===== src/hdl/brl_pkg.sv =====
// Package for the backoff retry ledger: payload structs, codes, sizes and
// the backoff wait function. No dependencies.
`default_nettype none

package brl_pkg;

  localparam int SLOT_COUNT_DEF = 64;
  localparam int ATTEMPT_CAP    = 6;
  localparam int BASE_WAIT      = 8;
  localparam int WAIT_CAP       = 512;

  localparam int AW         = (ATTEMPT_CAP > 0) ? $clog2(ATTEMPT_CAP + 1) : 1;
  localparam int CDW        = 16;
  localparam int SPAN_W     = 4;
  localparam int KEEP_W     = 31;
  localparam int CFG_W      = 32;
  localparam int BUDGET_W   = 7;
  localparam int OUTST_W    = 7;
  localparam int BUDGET_MAX = 64;
  localparam int SPAN_RESET = 8;
  localparam int KEEP_RESET = 4;

  localparam logic REG_SPAN = 1'b0;
  localparam logic REG_KEEP = 1'b1;

  typedef enum logic [1:0] {
    MODE_MARK  = 2'd0,
    MODE_CLEAR = 2'd1,
    MODE_TICK  = 2'd2,
    MODE_NONE  = 2'd3
  } mode_t;

  typedef enum logic [3:0] {
    S_IDLE,
    S_XS,
    S_XW,
    S_ZS,
    S_ZW,
    S_RD,
    S_UPD,
    S_EMIT,
    S_T1,
    S_T1D,
    S_T2,
    S_T2D
  } st_t;

  typedef struct packed {
    logic [1:0]           mode;
    logic signed [31:0]   col_x;
    logic signed [31:0]   col_z;
    logic signed [31:0]   center_x;
    logic signed [31:0]   center_z;
    logic [BUDGET_W-1:0]  accept_budget;
  } in_item_t;

  typedef struct packed {
    logic                 submit_valid;
    logic signed [31:0]   submit_x;
    logic signed [31:0]   submit_z;
    logic                 cleared;
    logic [OUTST_W-1:0]   outstanding;
    logic                 last;
  } out_item_t;

  typedef struct packed {
    logic signed [31:0]   x;
    logic signed [31:0]   z;
    logic [AW-1:0]        attempts;
    logic [CDW-1:0]       cooldown;
  } entry_t;

  function automatic logic [CDW-1:0] wait_of(input logic [AW-1:0] a);
    logic [63:0] w;
    w = 64'(BASE_WAIT) << a;
    if (w == 64'd0 || w > 64'(WAIT_CAP)) begin
      w = 64'(WAIT_CAP);
    end
    return w[CDW-1:0];
  endfunction

  function automatic int max_span(input int slots);
    int s;
    s = 15;
    while (s > 1 && s * s > slots) begin
      s = s - 1;
    end
    return s;
  endfunction

endpackage

`default_nettype wire


===== src/hdl/brl_modunit.sv =====
// Shared floor-mod unit: one remainder bit per cycle over a signed 32-bit value.
// Depends on brl_pkg for the span width.
`default_nettype none

module brl_modunit
  import brl_pkg::*;
(
  input  wire logic                     clk,
  input  wire logic                     rst,
  input  wire logic                     start,
  input  wire logic signed [31:0]       value,
  input  wire logic [SPAN_W-1:0]        divisor,
  output logic                          done,
  output logic [SPAN_W-1:0]             result
);

  logic                busy;
  logic                fin;
  logic [5:0]          cnt;
  logic [31:0]         mag;
  logic                neg;
  logic [SPAN_W-1:0]   rem;
  logic [SPAN_W-1:0]   rem_next;
  logic [SPAN_W-1:0]   div;
  logic [SPAN_W:0]     trial;
  logic [31:0]         mag_init;

  assign mag_init = value[31] ? (~value + 32'd1) : value;
  assign trial    = {rem, mag[31]};
  assign rem_next = (trial >= {1'b0, div}) ? SPAN_W'(trial - {1'b0, div})
                                           : trial[SPAN_W-1:0];

  always_ff @(posedge clk) begin
    if (rst) begin
      busy <= 1'b0;
      fin  <= 1'b0;
    end else begin
      fin <= 1'b0;
      if (start) begin
        busy <= 1'b1;
      end else if (busy && cnt == 6'd1) begin
        busy <= 1'b0;
        fin  <= 1'b1;
      end
    end
  end

  always_ff @(posedge clk) begin
    if (start) begin
      mag <= mag_init;
      neg <= value[31];
      rem <= '0;
      div <= divisor;
      cnt <= 6'd32;
    end else if (busy) begin
      rem <= rem_next;
      mag <= {mag[30:0], 1'b0};
      cnt <= cnt - 6'd1;
    end
  end

  assign done   = fin;
  assign result = (neg && rem != '0) ? SPAN_W'(div - rem) : rem;

endmodule

`default_nettype wire


===== config.mk =====
export PLATFORM = sky130hd
export DESIGN_NAME = brl_modunit
export DESIGN_NICKNAME = d
export VERILOG_FILES = /design/src/hdl/brl_pkg.sv /design/src/hdl/brl_modunit.sv
export SDC_FILE = /design/constraint.sdc
export NUM_CORES = 1
export LEC_CHECK = 0
export ABC_AREA = 1
export BUFFER_PORTS_ARGS = -buffer_cell sky130_fd_sc_hd__buf_2
export CAP_MARGIN = 30
export CORE_MARGIN = 5
export CORE_UTILIZATION = 30
export DETAILED_ROUTE_END_ITERATION = 7
export PLACE_DENSITY = 0.49
export SETUP_SLACK_MARGIN = 0.02
export SLEW_MARGIN = 20
export SYNTH_ARGS = -nofsm -noshare
export SYNTH_HDL_FRONTEND = slang
export SYNTH_SLANG_ARGS = --single-unit

===== constraint.sdc =====
create_clock -name clk -period 1.8 [get_ports clk]
set_clock_uncertainty 0.1 [all_clocks]
set_input_delay 0.45 -clock clk [delete_from_list [all_inputs] [get_ports clk]]
set_output_delay 0.45 -clock clk [all_outputs]
set_load 0.005 [all_outputs]

# Word-level counts from Yosys, hierarchy flattened
# Cells that the tools add are included.
# word_totals
word_cells	28
register_bits	49
in_bits	39
out_inout_bits	5
# op_classes
n_reduce_logical	6
n_addsub	4
n_lt_le_gt_ge	1
n_eq_ne	1
bitwise	1
muxes	8
# op_table
cell	n
two-way mux 32 bit	3
adder 32 x 1 -> 32 bit (second input constant)	1
inverter 32 bit	1
two-way mux 4 bit	2
subtractor 4 bit	2
equality test 6 x 1 -> 1 bit (second input constant)	1
subtractor 6 x 1 -> 6 bit (second input constant)	1
>= comparator 5 x 4 -> 1 bit	1
nonzero test 2 bit	2
nonzero test 4 bit	1
two-way mux 1 bit	3
logical AND 1 bit	2
OR reduction 2 bit	1

# Longest topological paths before layout
# Gate-level depths: netlist (run 1).
# depth
word_depth	4
ltp_mapped	10
ltp_nobuf	10

# Worst setup path after synthesis (run 1)
# Ideal clock, no wire load.
# synth_timing
path_kind	register to output
start	register rem[0]
end	output port result[2]
required_time_ns	1.250
path_buffers	0
arrival_ns	1.318
path_stages_with_launch	7
path_slack_ns	-0.068
cell_sequence	dfxtp_1 ha_1 inv_1 fa_1 xor2_1 nand2_1 o21ai_0
# synth_between
elab_chain_cells	3
word_cells_on_any_way	4
classes_between	1 x add/sub; 1 x mux; 2 x reduce/logical
# synth_rtl
item	line_no	source
from (decl)	brl_modunit.sv:22	logic [SPAN_W-1:0] rem;
from (signal assigned)	brl_modunit.sv:56	rem <= rem_next;
branches (longest 2 deep; another with subtractor 4 bit)	-	
two-way mux 4 bit *	brl_modunit.sv:63	assign result = (neg && rem != '0) ? SPAN_W'(div - rem) : rem;
to (decl)	brl_modunit.sv:14	output logic [SPAN_W-1:0] result
# Mark *: on every way between the ends.

# Worst setup path after layout (run 1)
# layout_timing
start	register div[0]
end	output port result[2]
# layout_between
elab_chain_cells	2
# layout_rtl
item	line_no	source
from (decl)	brl_modunit.sv:24	logic [SPAN_W-1:0] div;
from (signal assigned)	brl_modunit.sv:53	div <= divisor;
subtractor 4 bit	brl_modunit.sv:63	
two-way mux 4 bit	brl_modunit.sv:63	
# No other way between the ends.

==> reports/results.txt, run 1 <==
Initial Utilization - 30.75%
DRC violations left - 0
routed via count divided by cell count - 4.632
synthesized flop and latch total - 49
mean area per synthesized cell - 7.750 µm²
CTS Hold Buffers Added - 0
routed len/inst - 13.20 µm
num rows - 38
dpl ws - -161.1 ps
grt ovf - 0
global-route wire length before repair - 14.07 mm
final hold violations - 0
Initial DRT Pass Iterations - 4
die height - 115.6 µm
CTS root buf - clkbuf_8
Mapped Area - 3348 µm²
share of layout cells above drive strength 1 - 27.58%
Tcrit/Tclk final - 128.1%
final setup fails - 4
CP endpoint - result[2]
clk slew on worst S/H paths - 90 ps
number of port buffers - 43
DP Wirelength - 6.577 mm
CP Launch Type - flop
VDD IR-drop max - 0.3901 mV
Yosys cell types - 45
Core Region - 10,890 µm²
Slew HR - 77.70%
Die X - 115.6 µm
Clock Latency Late Sink - 310 ps
Power Density - 722.1 nW/µm²
CTS tree - done
Critical Path RT - 1250 ps
post-route worst setup slack - -505.0 ps
Nets - 554
Synth top area share - 33.18%
Ant. Diodes - 0
post-synth net total - 483
LEAKAGE - 1.842 nW
max cap viols - 0
worst min path class - input pin to flop
vias in the first global route - 3,002
total routed wirelength - 8.500 mm
Setup crit end kind - primary output
R2R setup slack - 80 ps
CTS Buf Count - 5
Crit Reg-Reg Startpoint - div[0]
crit path max fanout - 2
antenna violations before repair - 0
TritonCTS sink count - 49
RSZ-0062 raised after global routing - yes
FF-to-FF path depth - 7
WP data arrival - 1760 ps
leading area contributor after synthesis - edfxtp_1
Hold WS - 210.3 ps
vias post-DR - 2,983
FF-to-FF End - rem[1]
failing checks - setup timing
Max Slew Vio Count - 0
First DRT Iteration DRCs - 125
CP startpoint - div[0]
RePlAce Congestion - 0.8194
clock buffer depth - 2
Worst Tran Pin Value - 333.3 ps
Setup CP Type - flop to primary output
status - complete, but fails checks
sequential cell area fraction in the yosys report - 40.36%
Synth area leaders - edfxtp_1 33%, nand2_1 14%, dfxtp_1 7.2%
Layout area overhead - 23.65%
GRT Util Overall - 13.29%
Syn Inst Count - 432
die area - 13,370 µm²
Antenna Nets Post-Route - 0
I/O Pins - 44
number of warnings issued by yosys - 0
maximum clock rate - 0.4338 GHz
H-tree depth - 2
largest net degree at the start of global routing - 36
clock period minus final worst setup slack - 2305 ps
power by group:
part / switching [mW] / leakage [nW] / internal [mW]
clock: 0.395 / 0.0534 / 0.358
combinational: 0.470 / 1.31 / 0.361
sequential: 0.0458 / 0.476 / 1.36
per-layer routing:
metal / vias to the layer above / GRT usage [%] / wire length (µm)
li1: 1562 / - / -
met1: 1367 / 17.15 / 4044
met2: 47 / 23.61 / 4092
met3: 7 / 2.402 / 298
met4: 0 / 2.320 / 63
met5: - / 0 / 0
final cells by class:
type | instances | area (µm²)
clock buffers | 7 | 97.59
clock inverters | 1 | 5.005
fillers | 1143 | 6748
inverters | 48 | 185.2
multi-input cells | 324 | 1836
flip-flops and latches | 49 | 1354
well taps | 140 | 175.2
repair buffers | 75 | 488.0
flip-flops by register name, indices dropped and copies added, names as in the netlist:
signal	cells
busy	1
cnt	6
div	4
done	1
mag	32
neg	1
rem	4
worst min-delay path by stage:
stage | to | cells after the start | start | slack, ps
after detailed placement | cnt[5] | 2 | cnt[5] | 400
after global routing | div[3] | 1 | divisor[3] | 190
final | done | 2 | rst | 210
after global placement | cnt[5] | 2 | cnt[5] | 370
after CTS | div[3] | 1 | divisor[3] | 200
after floorplan | cnt[5] | 2 | cnt[5] | 360
stage by stage:
| step | setup TNS [ps] | cell area (µm²) | total power [mW] | utilization, % | cells |
|---|---|---|---|---|---|
| 4_1_cts | -1616 | 4079 | 2.986 | 37.46 | 643 |
| 5_1_grt | -2119 | 4140 | 3.194 | 38.03 | 644 |
| 3_3_place_gp | -888.5 | 3929 | 2.166 | 36.08 | 634 |
| 2_1_floorplan | 0 | 3352 | 1.894 | - | 432 |
| 3_5_place_dp | -1155 | 3929 | 2.183 | 36.08 | 634 |
| 6_report | -1595 | 4140 | 2.990 | 38.03 | 644 |
cells in the mapped netlist, drive strengths merged:
cell type and n:
nand3b 3, o21bai 1, buf 6, o21ai 29
a31oi 3, o211ai 4, ha 10, xor2 10
a21o 1, nor4 1, nor2 50, and2 2
fa 2, nand2 135, nand3 44, edfxtp 37
a21oi 7, dfxtp 12, a211oi 1, or2 1
and3 1, nand4 5, nor3b 2, inv 48
clkbuf 5, xnor2 4, o22ai 3, nor3 5
critical path, cell delays in order (launching register included):
cell,delay (ps)
edfxtp_1,410
inv_1,70
ha_2,180
inv_2,40
fa_2,330
xor2_1,150
nand2_1,70
o21ai_1,80
buf_2,130
what timing repair did:
item,in CTS,in global routing
gates cloned,0,0
gates resized for setup,11,18
setup endpoints to repair,5,7
buffers inserted,1,2
pin swaps,1,7
cells in the final DEF, fill, tap and decap left out, types with 2 or more instances in the layout:
master,synthesis,layout
a21oi_1,7,5
a21oi_2,0,2
a31oi_1,2,2
and2_4,0,2
buf_12,0,2
buf_2,3,43
buf_4,1,28
buf_6,2,2
clkbuf_8,0,5
dfxtp_1,12,10
dfxtp_2,0,2
edfxtp_1,37,37
fa_2,0,2
ha_1,10,6
ha_4,0,3
inv_1,42,37
inv_2,5,9
inv_4,1,2
nand2_1,126,123
nand2_2,8,10
nand2_4,1,2
nand3_1,41,40
nand3_2,2,3
nand3b_1,3,3
nand4_1,5,5
nor2_1,39,38
nor2_2,7,8
nor2_4,3,3
nor3_1,4,4
o211ai_1,4,4
o21ai_0,23,20
o21ai_1,4,7
o22ai_1,3,3
xnor2_1,4,3
xor2_1,10,10
cell families after synthesis:
| logic type | count (synthesis) | share of synthesized area (%) |
|---|---|---|
| flip-flops | 49 | 40.36 |
| XOR/XNOR | 14 | 3.662 |
| AO/OA/AOI/OAI | 49 | 8.969 |
| adder cells (fa/ha/maj) | 12 | 4.933 |
| buffers and inverters | 59 | 7.362 |
| AND/OR/NAND/NOR | 249 | 34.72 |
(Power assumes the default switching activity.)
==> run 2: changes to the inputs <==
--- a/config.mk
+++ b/config.mk
@@ -13,6 +13,7 @@
 export DETAILED_ROUTE_END_ITERATION = 7
 export PLACE_DENSITY = 0.49
 export SETUP_SLACK_MARGIN = 0.02
+export SKIP_CTS_REPAIR_TIMING = 1
 export SLEW_MARGIN = 20
 export SYNTH_ARGS = -nofsm -noshare
 export SYNTH_HDL_FRONTEND = slang
==> constraint.sdc (replaced) <==
create_clock -name clk -period 1.8 [get_ports clk]
set_clock_uncertainty 0.1 [all_clocks]
set_input_delay 0.09 -clock clk [delete_from_list [all_inputs] [get_ports clk]]
set_output_delay 0.09 -clock clk [all_outputs]
set_load 0.005 [all_outputs]
==> reports/results.txt, run 2 (synthesis gave the netlist of run 1 again) <==
die area - 13,370 µm² (unchanged)
I/O Pins - 44 (unchanged)
post-route worst setup slack - -124.5 ps (+380.5 ps)
Setup crit end kind - primary output
Layout area overhead - 18.35%
number of port buffers - 43 (unchanged)
commonest non-fill, non-tap cell in the layout - nand2_1
Initial DRT Pass Iterations - 4 (unchanged)
First DRT Iteration DRCs - 89 (-29%)
busiest grt layer - met2
largest net degree at the start of global routing - 37 (+2.8%)
TritonCTS sink count - 49 (unchanged)
RePlAce Congestion - 0.7997 (-2.4%)
Tcrit/Tclk final - 106.9% (-21 points)
Pwr Total - 2.873 mW (-3.9%)
DP Wirelength - 6.357 mm (-3.3%)
storage element area - 1356 µm² (+0.18%)
RSZ-0062 raised after global routing - yes
Power Density - 725.0 nW/µm² (+0.40%)
status - complete, but fails checks
Core Region - 10,890 µm² (unchanged)
clock period minus final worst setup slack - 1925 ps (-380.5 ps)
CTS Buf Count - 5 (unchanged)
max cap viols - 0 (unchanged)
# fillers - 1,166 (+2.0%)
routed via count divided by cell count - 4.734 (+2.2%)
GR Util met3 - 2.298% (-0.10 points)
clk slew on worst S/H paths - 100 ps (about the same)
Setup CP Type - flop to primary output
WP data arrival - 1730 ps (-30 ps)
CTS root buf - clkbuf_8
Die X - 115.6 µm (unchanged)
M1 GR Usage - 16.33% (-0.82 points)
total routed wirelength - 8.463 mm (-0.44%)
Initial Utilization - 30.75% (unchanged)
CP max stage cell - fa_2
Worst Tran Pin Value - 493.1 ps (+159.8 ps)
antenna violations before repair - 0 (unchanged)
Nets - 537 (-3.1%)
clock buffer depth - 2 (unchanged)
num rows - 38 (unchanged)
H-tree depth - 2 (unchanged)
GRT Util Overall - 13.10% (-0.19 points)
Max Slew Vio Count - 0 (unchanged)
FF-to-FF path depth - 8 (+1)
Critical Path RT - 1610 ps (+360 ps)
global-route wire length before repair - 14.08 mm (about the same)
CP Launch Type - flop
Clock Latency Late Sink - 310 ps (about the same)
Hold WS - -10.90 ps (-221.2 ps)
routed len/inst - 13.50 µm (+2.3%)
multi-input logic area - 1815 µm² (-1.1%)
die height - 115.6 µm (unchanged)
DRC violations left - 0 (unchanged)
final instance area - 3963 µm² (-4.3%)
grt ovf - 0 (unchanged)
Slew HR - 67.13% (-11 points)
Critical Path Max Stage Delay - 510 ps (+100 ps)
biggest regs - mag (32), cnt (6)
VDD IR-drop max - 0.2761 mV (-29%)
final setup fails - 3 (-1)
vias in the first global route - 3,061 (+2.0%)
CP cell instances - inv_1 -> ha_2 -> inv_2 -> fa_2 -> nand2_1 -> o21ai_1 -> buf_2
Biggest register - mag
Ant. Diodes - 0 (unchanged)
failing checks - hold timing, setup timing
CTS tree - done
commonest cells after routing, fill and taps aside - 123 x nand2_1, 43 x buf_2, 41 x nand3_1
vias post-DR - 2,968 (-0.50%)
GR Util met2 - 22.84% (-0.77 points)
worst min path class - input pin to flop
LEAKAGE - 1.738 nW (-5.7%)
share of layout cells above drive strength 1 - 23.20% (-4.4 points)
maximum clock rate - 0.5196 GHz (+20%)
Antenna Nets Post-Route - 0 (unchanged)
Largest register FFs - 32 (unchanged)
Placement Cell Area - 3727 µm² (-5.1%)
hold depth - 3 (+1)
final hold violations - 1 (+1)
crit path max fanout - 2 (unchanged)
## run 2: cell types whose count changed in the layout (fill, tap and decap cells not counted), sizes merged
cell         delta
inv             +2
dlygate4sd3     +5
clkbuf          -2
buf            -22
## run 2: power by group
group | switching (mW) | total [mW] | internal (mW)
Combinational | 0.457 | 0.762 | 0.305
Sequential | 0.0523 | 1.41 | 1.36
Clock | 0.415 | 0.698 | 0.283
## run 2: through the flow
stage	worst slack, ps	TNS (ps)	utilization [%]	cells
3_3_place_gp	128.9	0	34.23	611
5_1_grt	-239.6	-676.3	36.39	627
3_5_place_dp	77.15	0	34.23	611
6_report	-124.5	-361.1	36.39	627
4_1_cts	-241.4	-583.8	35.08	619
2_1_floorplan	207.7	0	-	432
## run 2: final cells by class
class | count | area share (%)
repair buffers | 58 | 8.589
inverters | 48 | 4.610
clock inverters | 3 | 0.5999
well taps | 140 | 4.421
flip-flops and latches | 49 | 34.23
clock buffers | 5 | 1.737
multi-input cells | 324 | 45.82
## run 2: path summary, 6_finish.rpt
path / slack (ps) / endpoint / startpoint
worst max-delay path: -120 / result[1] / div[0]
worst min-delay path: -10 / mag[0] / value[0]
worst max register to register: 100 / rem[2] / mag[31]
worst min register to register: 400 / cnt[5] / cnt[5]
## run 2: per-layer routing
metal / part of all wire (%) / up-vias / routed length, µm
li1: - / 1527 / -
met1: 46 / 1373 / 3862
met2: 48 / 51 / 4073
met3: 3.8 / 17 / 322
met4: 2.4 / 0 / 204
met5: 0 / - / 0
## run 2: critical path, delay by kind of cell (launching register included)
family	cells	cell delay (ps)
buffers and inverters	3	240
AOI/OAI and AO/OA	1	60
and+or+nand+nor	1	50
adders and majority gates	2	690
DFF	1	400
==> run 3: changes to the inputs <==
--- a/config.mk
+++ b/config.mk
@@ -5,13 +5,13 @@
 export SDC_FILE = /design/constraint.sdc
 export NUM_CORES = 1
 export LEC_CHECK = 0
-export ABC_AREA = 1
 export BUFFER_PORTS_ARGS = -buffer_cell sky130_fd_sc_hd__buf_2
 export CAP_MARGIN = 30
 export CORE_MARGIN = 5
 export CORE_UTILIZATION = 30
 export DETAILED_ROUTE_END_ITERATION = 7
-export PLACE_DENSITY = 0.49
+export HOLD_SLACK_MARGIN = 0.12
+export PLACE_DENSITY = 0.48
 export SETUP_SLACK_MARGIN = 0.02
 export SKIP_CTS_REPAIR_TIMING = 1
 export SLEW_MARGIN = 20
==> reports/results.txt, run 3 <==
Yosys cell types - 44 (-2.2%)
global-route wire length before repair - 11.22 mm (-20%)
Crit Reg-Reg Startpoint - div[1]
grt ovf - 0 (unchanged)
Slew HR - 42.73% (-24 points)
Initial Utilization - 30.56% (-0.20 points)
Ant. Diodes - 0 (unchanged)
routed len/inst - 13.54 µm (+0.34%)
Setup CP Type - input pin to flop
antenna violations before repair - 0 (unchanged)
Power Density - 672.4 nW/µm² (-7.3%)
share of layout cells above drive strength 1 - 41.12% (+18 points)
Critical Path RT - 1750 ps (+140 ps)
biggest regs - mag (32), cnt (6)
failing checks - setup timing
Max Slew Vio Count - 0 (unchanged)
VDD IR-drop max - 0.3690 mV (+34%)
number of port buffers - 43 (unchanged)
RSZ-0062 raised after global routing - yes
CTS root buf - clkbuf_8
commonest non-fill, non-tap cell in the layout - buf_4
Clock Latency Late Sink - 310 ps (about the same)
Synth area leaders - edfxtp_1 37%, xor2_1 9.4%, dfxtp_1 8.1%
WP data arrival - 2020 ps (+290 ps)
CTS Buf Count - 5 (unchanged)
Hold Crit Start - value[26]
num rows - 36 (-5.3%)
CP startpoint - value[5]
CTS tree - done
Syn Inst Count - 301 (-30%)
Synth top area share - 37.37% (+4.2 points)
Nets - 461 (-14%)
mean area per synthesized cell - 9.877 µm² (+27%)
Layout area overhead - 49.33%
Largest register FFs - 32 (unchanged)
CP Launch Type - input pin
TritonCTS sink count - 49 (unchanged)
Setup crit end kind - flop
final hold violations - 0 (-1)
vias in the first global route - 2,354 (-23%)
RePlAce Congestion - 0.7840 (-2.0%)
Antenna Nets Post-Route - 0 (unchanged)
I/O Pins - 44 (unchanged)
Biggest register - mag
clock period minus final worst setup slack - 2069 ps (+144.7 ps)
clock buffer depth - 2 (unchanged)
Post-synth EDFFs - 37 (unchanged)
vias post-DR - 2,570 (-13%)
Core Region - 9729 µm² (-11%)
max cap viols - 0 (unchanged)
post-synth net total - 352 (-27%)
top cells by count, synth - 45 x nor2_1, 37 x edfxtp_1, 35 x a21oi_1
maximum clock rate - 0.4833 GHz (-7.0%)
die area - 12,000 µm² (-10%)
total routed wirelength - 7.368 mm (-13%)
leading area contributor after synthesis - edfxtp_1
commonest cells after routing, fill and taps aside - 55 x buf_4, 43 x nor2_1, 39 x buf_2
status - complete, but fails checks
Synth Flop Type - edfxtp_1
clk slew on worst S/H paths - 110 ps (about the same)
Inst Count DP - 517 (-15%)
Hold WS - 149.5 ps (+160.4 ps)
fraction of registers with async set or reset after synthesis - 0% (unchanged)
Mapped Area - 2973 µm² (-11%)
die height - 109.5 µm (-5.3%)
routed via count divided by cell count - 4.724 (-0.20%)
Worst Tran Pin Value - 859.0 ps (+365.9 ps)
dpl ws - -654.5 ps (-731.6 ps)
First DRT Iteration DRCs - 93 (+4.5%)
worst min path class - input pin to flop
sequential cell area fraction in the yosys report - 45.45% (+5.1 points)
post-route worst setup slack - -269.2 ps (-144.7 ps)
crit path max fanout - 5 (+3)
number of warnings issued by yosys - 0 (unchanged)
Initial DRT Pass Iterations - 4 (unchanged)
Die X - 109.5 µm (-5.3%)
H-tree depth - 2 (unchanged)
LEAKAGE - 1.862 nW (+7.2%)
Tcrit/Tclk final - 115.0% (+8.0 points)
GRT Util Overall - 11.67% (-1.4 points)
synthesized flop and latch total - 49 (unchanged)
final non-filler cell total - 544 (-13%)
Util after Layout - 45.63% (+9.2 points)
DP Wirelength - 4.844 mm (-24%)
DRC violations left - 0 (unchanged)
Pwr Total - 2.985 mW (+3.9%)
largest net degree at the start of global routing - 80 (+120%)
top-count cell post-synth - nor2_1
final setup fails - 25 (+22)
[run 3: cell types whose count changed in the layout (fill, tap and decap cells not counted), moves of 6 or more]
cell	delta
nand2_2	-9
xor2_1	+22
buf_6	+11
o31ai_4	+6
nor2_2	-6
buf_4	+45
inv_1	-29
nand3_1	-39
a21oi_1	+27
o21ai_0	-17
nand2_1	-111
o41ai_4	+9
[run 3: power by group]
group          switching, mW  leakage, nW  internal (mW)
Clock                  0.420       0.0569          0.363
Combinational          0.386         1.34          0.401
Sequential            0.0580        0.464           1.36
[run 3: final timing paths]
kind                            slack (ps)  cells past startpoint  endpoint
worst max-delay path                  -270                      7   mag[17]
worst min-delay path                   150                      4   mag[26]
worst max register to register        -180                      8    rem[0]
worst min register to register         410                      2    cnt[1]
[run 3: layer usage]
layer  global-route usage [%]  vias to the layer above  wire length [µm]  part of all wire [%]
met5                        0                        -                 0                     0
met4                    2.671                        0                60                  0.81
met3                    2.408                        5               241                   3.3
met2                    19.66                       37              3609                    49
met1                    15.38                     1207              3457                    47
li1                         -                     1321                 -                     -
[run 3: through the flow]
stage / area [µm²] / setup TNS (ps)
2_1_floorplan: 3108 / -5921
3_3_place_gp: 3847 / -11540
3_5_place_dp: 3847 / -11600
4_1_cts: 3956 / -4471
5_1_grt: 4439 / -4842
6_report: 4439 / -3635
[run 3: worst max-delay path: stages]
cell	delay (ps)
buf_6	90
or4_4	570
buf_4	170
or4b_4	580
o41ai_4	240
xor2_1	200
a21oi_1	90
[run 3: cell type report]
cell class                      instances  area [µm²]
Clock inverter                          2       15.01
Inverter                               15       73.82
Fill cell                             952        5290
Multi-Input combinational cell        222        1846
Timing Repair Buffer                  117       887.1
Clock buffer                            6       93.84
Sequential cell                        49        1358
Tap cell                              133       166.4
[run 3: kinds of logic after synthesis]
group	after synthesis	synth area share, %
flip-flops	49	45.45
adder cells (fa/ha/maj)	12	5.556
multiplexers	5	1.726
AO/OA/AOI/OAI	75	17.05
XOR/XNOR	36	10.61
AND/OR/NAND/NOR	93	15.45
buffers and inverters	31	4.167
